==> config.mk <==
export PLATFORM = sky130hd
export DESIGN_NAME = q_learning_slot_selector_core
export DESIGN_NICKNAME = d
export VERILOG_FILES = /design/src/rtl/core/qls_pkg.sv /design/src/rtl/core/qls_slot_mem.sv /design/src/rtl/core/qls_mod_unit.sv /design/src/rtl/core/q_learning_slot_selector_core.sv
export SDC_FILE = /design/constraint.sdc
export NUM_CORES = 2
export LEC_CHECK = 0
export ABC_CLOCK_PERIOD_IN_PS = 10600
export BUFFER_PORTS_ARGS = -buffer_cell sky130_fd_sc_hd__buf_2
export CAP_MARGIN = 20
export CELL_PAD_IN_SITES_DETAIL_PLACEMENT = 1
export CELL_PAD_IN_SITES_GLOBAL_PLACEMENT = 1
export CORE_UTILIZATION = 45
export DETAILED_ROUTE_END_ITERATION = 7
export PLACE_DENSITY = 0.65
export SKIP_CTS_REPAIR_TIMING = 1
export SLEW_MARGIN = 20
export SYNTH_ARGS = -nofsm -noshare
export SYNTH_HDL_FRONTEND = slang
export SYNTH_SLANG_ARGS = --single-unit
export TNS_END_PERCENT = 50
==> constraint.sdc <==
create_clock -name clk -period 10.6 [get_ports clk]
set_clock_uncertainty 0.2 [all_clocks]
set_input_delay 0 -clock clk [delete_from_list [all_inputs] [get_ports clk]]
set_output_delay 0 -clock clk [all_outputs]
set_load 0.02 [all_outputs]
==> src/rtl/core/qls_pkg.sv <==
// ----------------------------------------------------------------------------
// qls_pkg
// Shared types and constants of the Q-learning slot selector.
// ----------------------------------------------------------------------------
package qls_pkg;

	localparam int MAX_SLOTS_DEF = 64;

	localparam int Q_W    = 32;
	localparam int K_W    = 4;
	localparam int SLOT_W = 6;
	localparam int DRAW_W = 16;
	localparam int GAIN_W = 17;
	localparam int THR_W  = 16;
	localparam int SIU_W  = 7;
	localparam int OUTC_W = 2;
	localparam int CFG_W  = 17;
	localparam int CFG_IDX_W = 2;

	// dividend width of the shared remainder unit
	localparam int DIV_W = 16;

	localparam logic [SIU_W-1:0]  SLOTS_RST = 7'd40;
	localparam logic [GAIN_W-1:0] GAIN_RST  = 17'd65536;
	localparam logic [THR_W-1:0]  THR_RST   = 16'd655;
	localparam logic [K_W-1:0]    KLIM_RST  = 4'd14;

	localparam logic [Q_W-1:0] Q_MAX = 32'h7FFF_FFFF;
	localparam logic [Q_W-1:0] Q_MIN = 32'h8000_0000;

	localparam logic [OUTC_W-1:0] OUTC_SUCCESS   = 2'd1;
	localparam logic [OUTC_W-1:0] OUTC_COLLISION = 2'd2;

	typedef enum logic [CFG_IDX_W-1:0] {
		CFG_SLOTS_IN_USE,
		CFG_GAIN,
		CFG_EXPLORE_THR,
		CFG_K_LIMIT
	} cfg_idx_t;

	typedef enum logic [2:0] {
		ST_IDLE,
		ST_UPD_RD,
		ST_UPD_WR,
		ST_RMOD,
		ST_SCAN,
		ST_TMOD,
		ST_PICK,
		ST_DONE
	} state_t;

	typedef struct packed {
		logic           en;
		logic [Q_W-1:0] q;
		logic [K_W-1:0] k;
	} mem_wr_t;

endpackage

==> src/rtl/core/qls_slot_mem.sv <==
// ----------------------------------------------------------------------------
// qls_slot_mem
// Per-slot Q and K storage: one write port, one registered read port, and a
// valid bit per entry so that unwritten entries read as zero after reset.
// ----------------------------------------------------------------------------
module qls_slot_mem #(
	parameter int MAX_SLOTS = qls_pkg::MAX_SLOTS_DEF
) (
	input  logic                             clk,
	input  logic                             arst_n,
	input  logic [$clog2(MAX_SLOTS)-1:0]     rd_addr,
	input  logic [$clog2(MAX_SLOTS)-1:0]     wr_addr,
	input  qls_pkg::mem_wr_t                 wr,
	output logic signed [qls_pkg::Q_W-1:0]   rd_q,
	output logic [qls_pkg::K_W-1:0]          rd_k
);

	logic [qls_pkg::Q_W-1:0] q_mem [MAX_SLOTS];
	logic [qls_pkg::K_W-1:0] k_mem [MAX_SLOTS];
	logic [MAX_SLOTS-1:0]    valid_q;
	logic [qls_pkg::Q_W-1:0] rd_q_q;
	logic [qls_pkg::K_W-1:0] rd_k_q;
	logic                    rd_valid_q;

	always_ff @(posedge clk) begin
		if (wr.en) begin
			q_mem[wr_addr] <= wr.q;
			k_mem[wr_addr] <= wr.k;
		end
		rd_q_q <= q_mem[rd_addr];
		rd_k_q <= k_mem[rd_addr];
	end

	always_ff @(posedge clk or negedge arst_n) begin
		if (!arst_n) begin
			valid_q    <= '0;
			rd_valid_q <= 1'b0;
		end else begin
			if (wr.en) begin
				valid_q[wr_addr] <= 1'b1;
			end
			rd_valid_q <= valid_q[rd_addr];
		end
	end

	assign rd_q = rd_valid_q ? $signed(rd_q_q) : '0;
	assign rd_k = rd_valid_q ? rd_k_q : '0;

endmodule

==> src/rtl/core/qls_mod_unit.sv <==
// ----------------------------------------------------------------------------
// qls_mod_unit
// Bit-serial restoring remainder unit: one dividend bit per cycle.
// ----------------------------------------------------------------------------
module qls_mod_unit #(
	parameter int DVSR_W = 7
) (
	input  logic                        clk,
	input  logic                        arst_n,
	input  logic                        start,
	input  logic [qls_pkg::DIV_W-1:0]   dividend,
	input  logic [DVSR_W-1:0]           divisor,
	output logic                        done,
	output logic [DVSR_W-1:0]           remainder
);

	localparam int CNT_BITS = $clog2(qls_pkg::DIV_W + 1);

	logic [qls_pkg::DIV_W-1:0] dvd_q;
	logic [DVSR_W-1:0]         dvsr_q;
	logic [DVSR_W-1:0]         rem_q;
	logic [CNT_BITS-1:0]       cnt_q;
	logic                      run_q;
	logic                      done_q;
	logic [DVSR_W:0]           trial;
	logic [DVSR_W:0]           diff;

	// remainder stays below the divisor, so trial is below twice the divisor
	assign trial = {rem_q, dvd_q[qls_pkg::DIV_W-1]};
	assign diff  = trial - {1'b0, dvsr_q};

	always_ff @(posedge clk) begin
		if (start) begin
			dvd_q  <= dividend;
			dvsr_q <= divisor;
			rem_q  <= '0;
		end else if (run_q) begin
			dvd_q <= {dvd_q[qls_pkg::DIV_W-2:0], 1'b0};
			if (trial >= {1'b0, dvsr_q}) begin
				rem_q <= diff[DVSR_W-1:0];
			end else begin
				rem_q <= trial[DVSR_W-1:0];
			end
		end
	end

	always_ff @(posedge clk or negedge arst_n) begin
		if (!arst_n) begin
			cnt_q  <= '0;
			run_q  <= 1'b0;
			done_q <= 1'b0;
		end else begin
			done_q <= run_q && (cnt_q == CNT_BITS'(1));
			if (start) begin
				cnt_q <= CNT_BITS'(qls_pkg::DIV_W);
				run_q <= 1'b1;
			end else if (run_q) begin
				cnt_q <= cnt_q - CNT_BITS'(1);
				if (cnt_q == CNT_BITS'(1)) begin
					run_q <= 1'b0;
				end
			end
		end
	end

	assign done      = done_q;
	assign remainder = rem_q;

endmodule

==> src/rtl/core/q_learning_slot_selector_core.sv <==
// ----------------------------------------------------------------------------
// q_learning_slot_selector_core
// Q-learning slot chooser for framed slotted ALOHA, one node.
// ----------------------------------------------------------------------------
// One frame outcome is taken when start is high and busy is low; busy stays
// high until the result strobe done, which holds next_slot, explored and
// updated_q for exactly one cycle and cannot be held off by the receiver.
// An item begins with the Q/K read-modify-write of the current slot, then
// takes either the exploration remainder (random_slot modulo S), or a scan
// of S slots, a tie remainder and a second scan that stops at the chosen
// tied slot; it ends with a result state and an idle state in which the next
// item is accepted. S is the number of slots in use. The item time is set
// by the single read port of the slot memory, read at most once per slot in
// each scan, and the bit-serial remainder unit. No clearing pass follows reset.
// ----------------------------------------------------------------------------
module q_learning_slot_selector_core #(
	parameter int MAX_SLOTS = qls_pkg::MAX_SLOTS_DEF
) (
	input  logic                               clk,
	input  logic                               arst_n,
	input  logic                               cfg_we,
	input  logic [qls_pkg::CFG_IDX_W-1:0]      cfg_index,
	input  logic [qls_pkg::CFG_W-1:0]          cfg_data,
	input  logic                               start,
	output logic                               busy,
	input  logic [qls_pkg::OUTC_W-1:0]         outcome,
	input  logic [qls_pkg::DRAW_W-1:0]         explore_draw,
	input  logic [qls_pkg::SLOT_W-1:0]         random_slot,
	input  logic [qls_pkg::DRAW_W-1:0]         tie_pick,
	output logic                               done,
	output logic [qls_pkg::SLOT_W-1:0]         next_slot,
	output logic                               explored,
	output logic signed [qls_pkg::Q_W-1:0]     updated_q
);

	localparam int IDX_W = $clog2(MAX_SLOTS);
	localparam int CNT_W = $clog2(MAX_SLOTS + 1);
	localparam int Q_W   = qls_pkg::Q_W;
	localparam int K_W   = qls_pkg::K_W;

	qls_pkg::state_t state_q, state_d;

	logic [qls_pkg::SIU_W-1:0]  slots_in_use_q;
	logic [qls_pkg::GAIN_W-1:0] gain_q;
	logic [qls_pkg::THR_W-1:0]  thr_q;
	logic [K_W-1:0]             k_limit_q;

	logic [qls_pkg::OUTC_W-1:0] outcome_q;
	logic [qls_pkg::DRAW_W-1:0] draw_q;
	logic [qls_pkg::SLOT_W-1:0] rslot_q;
	logic [qls_pkg::DRAW_W-1:0] tie_q;
	logic [qls_pkg::SLOT_W-1:0] cur_q;

	logic [CNT_W-1:0]       issue_q;
	logic                   rvalid_s1;
	logic [IDX_W-1:0]       ridx_s1;
	logic signed [Q_W-1:0]  best_q;
	logic [CNT_W-1:0]       count_q;
	logic [CNT_W-1:0]       rank_q;
	logic [CNT_W-1:0]       seen_q;
	logic [IDX_W-1:0]       next_q;
	logic                   explored_q;
	logic signed [Q_W-1:0]  updated_q_q;

	logic [CNT_W-1:0]       eff_slots;
	logic [IDX_W-1:0]       cur_idx;
	logic [IDX_W-1:0]       rd_addr;
	qls_pkg::mem_wr_t       mem_wr;
	logic signed [Q_W-1:0]  rd_q;
	logic [K_W-1:0]         rd_k;

	logic                   upd;
	logic                   explore;
	logic [Q_W-1:0]         delta;
	logic signed [Q_W+1:0]  sum;
	logic [Q_W-1:0]         new_q;
	logic [K_W:0]           k_inc;
	logic [K_W-1:0]         new_k;

	logic                   issue_now;
	logic                   scan_end;
	logic                   pick_hit;

	logic                     div_start;
	logic [qls_pkg::DIV_W-1:0] div_dividend;
	logic [CNT_W-1:0]         div_divisor;
	logic                     div_done;
	logic [CNT_W-1:0]         div_rem;

	// ---------------- configuration ----------------
	always_ff @(posedge clk or negedge arst_n) begin
		if (!arst_n) begin
			slots_in_use_q <= qls_pkg::SLOTS_RST;
			gain_q         <= qls_pkg::GAIN_RST;
			thr_q          <= qls_pkg::THR_RST;
			k_limit_q      <= qls_pkg::KLIM_RST;
		end else if (cfg_we) begin
			unique case (qls_pkg::cfg_idx_t'(cfg_index))
				qls_pkg::CFG_SLOTS_IN_USE: slots_in_use_q <= cfg_data[qls_pkg::SIU_W-1:0];
				qls_pkg::CFG_GAIN:         gain_q         <= cfg_data[qls_pkg::GAIN_W-1:0];
				qls_pkg::CFG_EXPLORE_THR:  thr_q          <= cfg_data[qls_pkg::THR_W-1:0];
				qls_pkg::CFG_K_LIMIT:      k_limit_q      <= cfg_data[K_W-1:0];
			endcase
		end
	end

	// clamp slot count into [2, MAX_SLOTS]
	always_comb begin
		if (slots_in_use_q < 7'd2) begin
			eff_slots = CNT_W'(2);
		end else if (int'(slots_in_use_q) > MAX_SLOTS) begin
			eff_slots = CNT_W'(MAX_SLOTS);
		end else begin
			eff_slots = CNT_W'(slots_in_use_q);
		end
	end

	// ---------------- update arithmetic ----------------
	assign cur_idx = IDX_W'(cur_q);
	assign upd     = (outcome_q == qls_pkg::OUTC_SUCCESS) ||
	                 (outcome_q == qls_pkg::OUTC_COLLISION);
	assign explore = (outcome_q == qls_pkg::OUTC_COLLISION) && (draw_q < thr_q);
	assign delta   = {{(Q_W - qls_pkg::GAIN_W){1'b0}}, gain_q} << rd_k;

	always_comb begin
		if (outcome_q == qls_pkg::OUTC_SUCCESS) begin
			sum = $signed({{2{rd_q[Q_W-1]}}, rd_q}) + $signed({2'b00, delta});
		end else begin
			sum = $signed({{2{rd_q[Q_W-1]}}, rd_q}) - $signed({2'b00, delta});
		end
		// saturate when the top three bits disagree
		if (sum[Q_W+1:Q_W-1] == 3'b000 || sum[Q_W+1:Q_W-1] == 3'b111) begin
			new_q = sum[Q_W-1:0];
		end else if (sum[Q_W+1]) begin
			new_q = qls_pkg::Q_MIN;
		end else begin
			new_q = qls_pkg::Q_MAX;
		end
		k_inc = {1'b0, rd_k} + (K_W+1)'(1);
		if (k_inc > {1'b0, k_limit_q}) begin
			new_k = k_limit_q;
		end else begin
			new_k = k_inc[K_W-1:0];
		end
	end

	always_comb begin
		mem_wr.en = (state_q == qls_pkg::ST_UPD_WR) && upd;
		mem_wr.q  = new_q;
		mem_wr.k  = new_k;
	end

	// ---------------- scan control ----------------
	assign issue_now = (issue_q < eff_slots) &&
	                   ((state_q == qls_pkg::ST_SCAN) || (state_q == qls_pkg::ST_PICK));
	assign scan_end  = (state_q == qls_pkg::ST_SCAN) && (issue_q == eff_slots) && !rvalid_s1;
	assign pick_hit  = (state_q == qls_pkg::ST_PICK) && rvalid_s1 && (rd_q == best_q) &&
	                   (seen_q == rank_q);
	assign rd_addr   = (state_q == qls_pkg::ST_UPD_RD) ? cur_idx : issue_q[IDX_W-1:0];

	qls_slot_mem #(
		.MAX_SLOTS (MAX_SLOTS)
	) u_mem (
		.clk     (clk),
		.arst_n  (arst_n),
		.rd_addr (rd_addr),
		.wr_addr (cur_idx),
		.wr      (mem_wr),
		.rd_q    (rd_q),
		.rd_k    (rd_k)
	);

	assign div_start    = ((state_q == qls_pkg::ST_UPD_WR) && explore) || scan_end;
	assign div_dividend = (state_q == qls_pkg::ST_UPD_WR) ?
	                      {{(qls_pkg::DIV_W - qls_pkg::SLOT_W){1'b0}}, rslot_q} : tie_q;
	assign div_divisor  = (state_q == qls_pkg::ST_UPD_WR) ? eff_slots : count_q;

	qls_mod_unit #(
		.DVSR_W (CNT_W)
	) u_mod (
		.clk       (clk),
		.arst_n    (arst_n),
		.start     (div_start),
		.dividend  (div_dividend),
		.divisor   (div_divisor),
		.done      (div_done),
		.remainder (div_rem)
	);

	// ---------------- sequencer ----------------
	always_comb begin
		state_d = state_q;
		unique case (state_q)
			qls_pkg::ST_IDLE:   if (start) state_d = qls_pkg::ST_UPD_RD;
			qls_pkg::ST_UPD_RD: state_d = qls_pkg::ST_UPD_WR;
			qls_pkg::ST_UPD_WR: state_d = explore ? qls_pkg::ST_RMOD : qls_pkg::ST_SCAN;
			qls_pkg::ST_RMOD:   if (div_done) state_d = qls_pkg::ST_DONE;
			qls_pkg::ST_SCAN:   if (scan_end) state_d = qls_pkg::ST_TMOD;
			qls_pkg::ST_TMOD:   if (div_done) state_d = qls_pkg::ST_PICK;
			qls_pkg::ST_PICK:   if (pick_hit) state_d = qls_pkg::ST_DONE;
			qls_pkg::ST_DONE:   state_d = qls_pkg::ST_IDLE;
			default:            state_d = qls_pkg::ST_IDLE;
		endcase
	end

	always_comb begin
		busy = (state_q != qls_pkg::ST_IDLE);
		done = (state_q == qls_pkg::ST_DONE);
	end

	always_ff @(posedge clk or negedge arst_n) begin
		if (!arst_n) begin
			state_q   <= qls_pkg::ST_IDLE;
			cur_q     <= '0;
			issue_q   <= '0;
			rvalid_s1 <= 1'b0;
		end else begin
			state_q   <= state_d;
			rvalid_s1 <= issue_now;
			if (state_q == qls_pkg::ST_DONE) begin
				cur_q <= qls_pkg::SLOT_W'(next_q);
			end
			if ((state_q == qls_pkg::ST_UPD_WR) ||
			    ((state_q == qls_pkg::ST_TMOD) && div_done)) begin
				issue_q <= '0;
			end else if (issue_now) begin
				issue_q <= issue_q + CNT_W'(1);
			end
		end
	end

	// datapath registers
	always_ff @(posedge clk) begin
		ridx_s1 <= issue_q[IDX_W-1:0];
		if ((state_q == qls_pkg::ST_IDLE) && start) begin
			outcome_q <= outcome;
			draw_q    <= explore_draw;
			rslot_q   <= random_slot;
			tie_q     <= tie_pick;
		end
		if (state_q == qls_pkg::ST_UPD_WR) begin
			updated_q_q <= upd ? $signed(new_q) : rd_q;
			explored_q  <= explore;
		end
		if ((state_q == qls_pkg::ST_RMOD) && div_done) begin
			next_q <= div_rem[IDX_W-1:0];
		end
		// running maximum and its tie count
		if ((state_q == qls_pkg::ST_SCAN) && rvalid_s1) begin
			if ((ridx_s1 == '0) || (rd_q > best_q)) begin
				best_q  <= rd_q;
				count_q <= CNT_W'(1);
			end else if (rd_q == best_q) begin
				count_q <= count_q + CNT_W'(1);
			end
		end
		if ((state_q == qls_pkg::ST_TMOD) && div_done) begin
			rank_q <= div_rem;
			seen_q <= '0;
		end
		// walk tied slots in ascending order until the chosen rank
		if ((state_q == qls_pkg::ST_PICK) && rvalid_s1 && (rd_q == best_q)) begin
			if (seen_q == rank_q) begin
				next_q <= ridx_s1;
			end else begin
				seen_q <= seen_q + CNT_W'(1);
			end
		end
	end

	assign next_slot = qls_pkg::SLOT_W'(next_q);
	assign explored  = explored_q;
	assign updated_q = updated_q_q;

endmodule

==> out/qor.yml <==
status:
  outcome: "finished clean"
timing:
  fin_crit_ns: 9.33
  slew_headroom_pct: 18.3
  worst_slew_pin_slew_ns: 1.22
  worst_slack_ns: 1.27
  fmax_mhz: 107
  finalHoldViolations: 0
  rsz0062_at_grt: "false"
  min_period_over_period_pct: 88.1
  finalSetupTns_ns: 0
  setup_viol: 0
  final-max-slew-violation-count: 0
floorplanning:
  initial_utilization_pct: 45.4
  chipHeight_um: 490
  fp.dieW_um: 490
  core_area_sq_mm: 0.236
  die_area_sq_mm: 0.240
  pin_count: 104
  rows: 178
critical_path:
  r2r_setup_slack_ns: 1.27
  critical_path_class: "reg2reg"
  setup.worst_path.end: "u_mem.q_mem[62][22]$_DFFE_PP_"
  r2r_cells: 24
  rr_startpoint: "u_mem.rd_valid_q$_DFF_PN0_"
  crit_required_ns: 11.04
  endpoint_kind: "flip-flop"
  crit_start: "u_mem.rd_valid_q$_DFF_PN0_"
  worstPathArrival_ns: 9.77
  cp_max_fo: 64
  cp-start-kind: "flip-flop"
  reg2reg_to: "u_mem.q_mem[62][22]$_DFFE_PP_"
grt:
  grt_pass1_vias: 60500
  grt_max_degree: 99
  grt_pass1_wl_mm: 464
  antenna_found_initial: 22
  grtUsageTotal_pct: 27.8
  grt_remaining_overflow: 0
placed_design:
  port-buffer-count: 103
  hpwlAfterDp_mm: 184
  dpl_cell_area_sq_mm: 0.113
  place_inst: 8922
  gp_congestion: 0.860
  place_ws_ns: 1.24
power_and_ir_drop:
  ir_drop_mv: 0.377
  power_report.internal_total_uw: 30200
  switchingPower_uw: 16900
  power_density_mw_per_mm2: 381
  totalPowerFinal_uw: 47200
  p_leak_uw: 0.0413
  p_clk_share_pct: 20.6
  pwr-share-comb_pct: 38.9
  sw_frac_of_total_pct: 35.9
  power_frac_seq_pct: 40.5
logic_synthesis:
  synth_seq_cells: 2641
  synth_area_sq_mm: 0.107
  ys_seq_area_share_pct: 72.9
  synth_ff_type: "edfxtp_1"
  synth_area_leaders: "edfxtp_1 69%, mux4_2 13%, dfrtp_1 2.8%"
  async_flop_share_pct: 5.04
  yosys_warnings: 0
  syn-num-nets: 5970
  yosysUniqueCellTypes: 85
  synth_top_area_share_pct: 68.6
  synth_area_leader_cell: "edfxtp_1"
  syn_inst: 5797
  syn_area_per_cell_sq_um: 18.5
  synth_edf_count: 2446
cts:
  cts-htree-levels: 5
  cts_root_buf: "clkbuf_16"
  cts_buffers: 292
  cts_tree: "built"
  clk_pin_slew_ns: 0.06
  clk_latency_ns: 0.95
  cts_buffer_depth: 4
  clock-sinks: 2641
drt:
  drtPass1Iterations: 5
  drc: 0
  drt_iter0_markers: 7190
  ant_nets: 0
  wl_mm: 338
  vias: 60600
  routedWlPerCell_um: 35.3
  viasPerCell: 6.34
layout:
  fin_area_sq_mm: 0.124
  regArea_sq_mm: 0.0780
  mostFrequentLayoutCells: "2446 x edfxtp_1, 605 x mux4_2, 398 x nand2_1"
  fillers: 21000
  layout.nets: 6369
  area_growth_pct: 15.5
  drive_gt1_share_pct: 24.6
  fin_cells: 9559
  final_common_cell: "edfxtp_1"
  multiInputGateArea_sq_mm: 0.0283
job:
  maxCapViolCount: 0
worst_hold_path:
  hold_class: "in2async"
==> flip-flops by register name (all words and copies together), names as in the netlist, 16 cells and up <==
register and count:
u_mod.dvd_q 16, updated_q 32, draw_q 16, best_q 32, tie_q 16, u_mem.k_mem 256
u_mem.rd_q_q 32, gain_q 17, u_mem.valid_q 64, thr_q 16, u_mem.q_mem 2048
==> synthesized netlist by cell type (all sizes together) (15+ instances only) <==
cell type	n
or3	15
a21o	40
edfxtp	2446
nor2	183
dfrtp	121
mux4	605
clkbuf	211
a21oi	163
dfxtp	62
buf	121
nand3	40
or2	70
xor2	27
ha	108
nand4	25
a221o	26
nor3	20
a311oi	76
and3	16
o21ai	104
xnor2	54
mux2i	42
a31oi	92
and2	183
inv	108
a211oi	205
mux2	58
nand2	400
==> worst min-delay path by stage <==
stage	startpoint	endpoint	slack, ns	cells past startpoint
3_3_place_gp	arst_n	thr_q[12]$_DFFE_PN0P_	-0.1	1
5_1_grt	arst_n	slots_in_use_q[3]$_DFFE_PN1P_	0.03	3
6_report	arst_n	slots_in_use_q[3]$_DFFE_PN1P_	0.06	3
3_5_place_dp	arst_n	gain_q[14]$_DFFE_PN0P_	-0.09	1
2_1_floorplan	arst_n	cur_idx[0]$_DFFE_PN0P_	-0.50	0
4_1_cts	arst_n	gain_q[14]$_DFFE_PN0P_	-1.09	1
==> layer usage <==
layer	track usage [%]	part of all wire [%]	vias to the layer above
li1	-	-	24300
met1	38.8	40	32800
met2	43.5	47	3000
met3	6.00	9.1	571
met4	9.39	3.4	4
met5	0	0.0086	-
==> critical path, stage by stage, from the launching register on <==
cell       delay, ns
dfrtp_2         0.81
nand2_1         0.55
inv_1           0.50
mux4_2          0.40
o211ai_2        0.26
o2111ai_2       0.22
nor4_4          0.49
nand4_1         0.21
nor3_1          0.42
nor2_1          0.12
a21oi_1         0.16
a31oi_1         0.07
ha_1            0.40
nand2_1         0.12
o21ai_0         0.13
o41ai_1         0.45
a21boi_0        0.45
a21o_1          0.22
a311oi_1        0.07
a41o_1          0.24
nor3_2          0.85
nand2_2         0.56
buf_4           0.46
o21ai_4         0.12
buf_4           0.48
==> cell families after synthesis <==
| group | count (synthesis) | share of synthesized area, % |
|---|---|---|
| adders and majority gates | 110 | 1.30 |
| muxes | 705 | 13.7 |
| DFF | 2641 | 72.9 |
| AOI/OAI and AO/OA | 813 | 5.23 |
| xor gates and xnor gates | 81 | 0.662 |
| and+or+nand+nor | 1007 | 4.52 |
| buffers and inverters | 440 | 1.70 |
==> power groups by stage <==
stage          clock, uW  combinational (uW)  sequential [uW]
3_3_place_gp           0               16000            19400
4_1_cts             9840               18200            19100
2_1_floorplan          0               10100            20200
5_1_grt            10200               19600            19100
3_5_place_dp           0               18100            19300
6_report            9720               18300            19100
==> per-stage QoR <==
step	hold slack, ns	util, %
final	0.0600	52.4
after global routing	0.0328	52.4
after CTS	-1.09	51.9
after detailed placement	-0.0916	48.1
after global placement	-0.0953	47.8
after floorplan	-0.496	-
==> area by class of cell <==
class                   instances  area share, %
well taps                    3150           3.19
flip-flops and latches       2641           63.1
diodes                         10         0.0202
clock buffers                 374           6.39
clock inverters               123          0.843
inverters                     108          0.334
multi-input cells            2716           22.9
repair buffers                437           3.29
(Power assumes the default switching activity.)
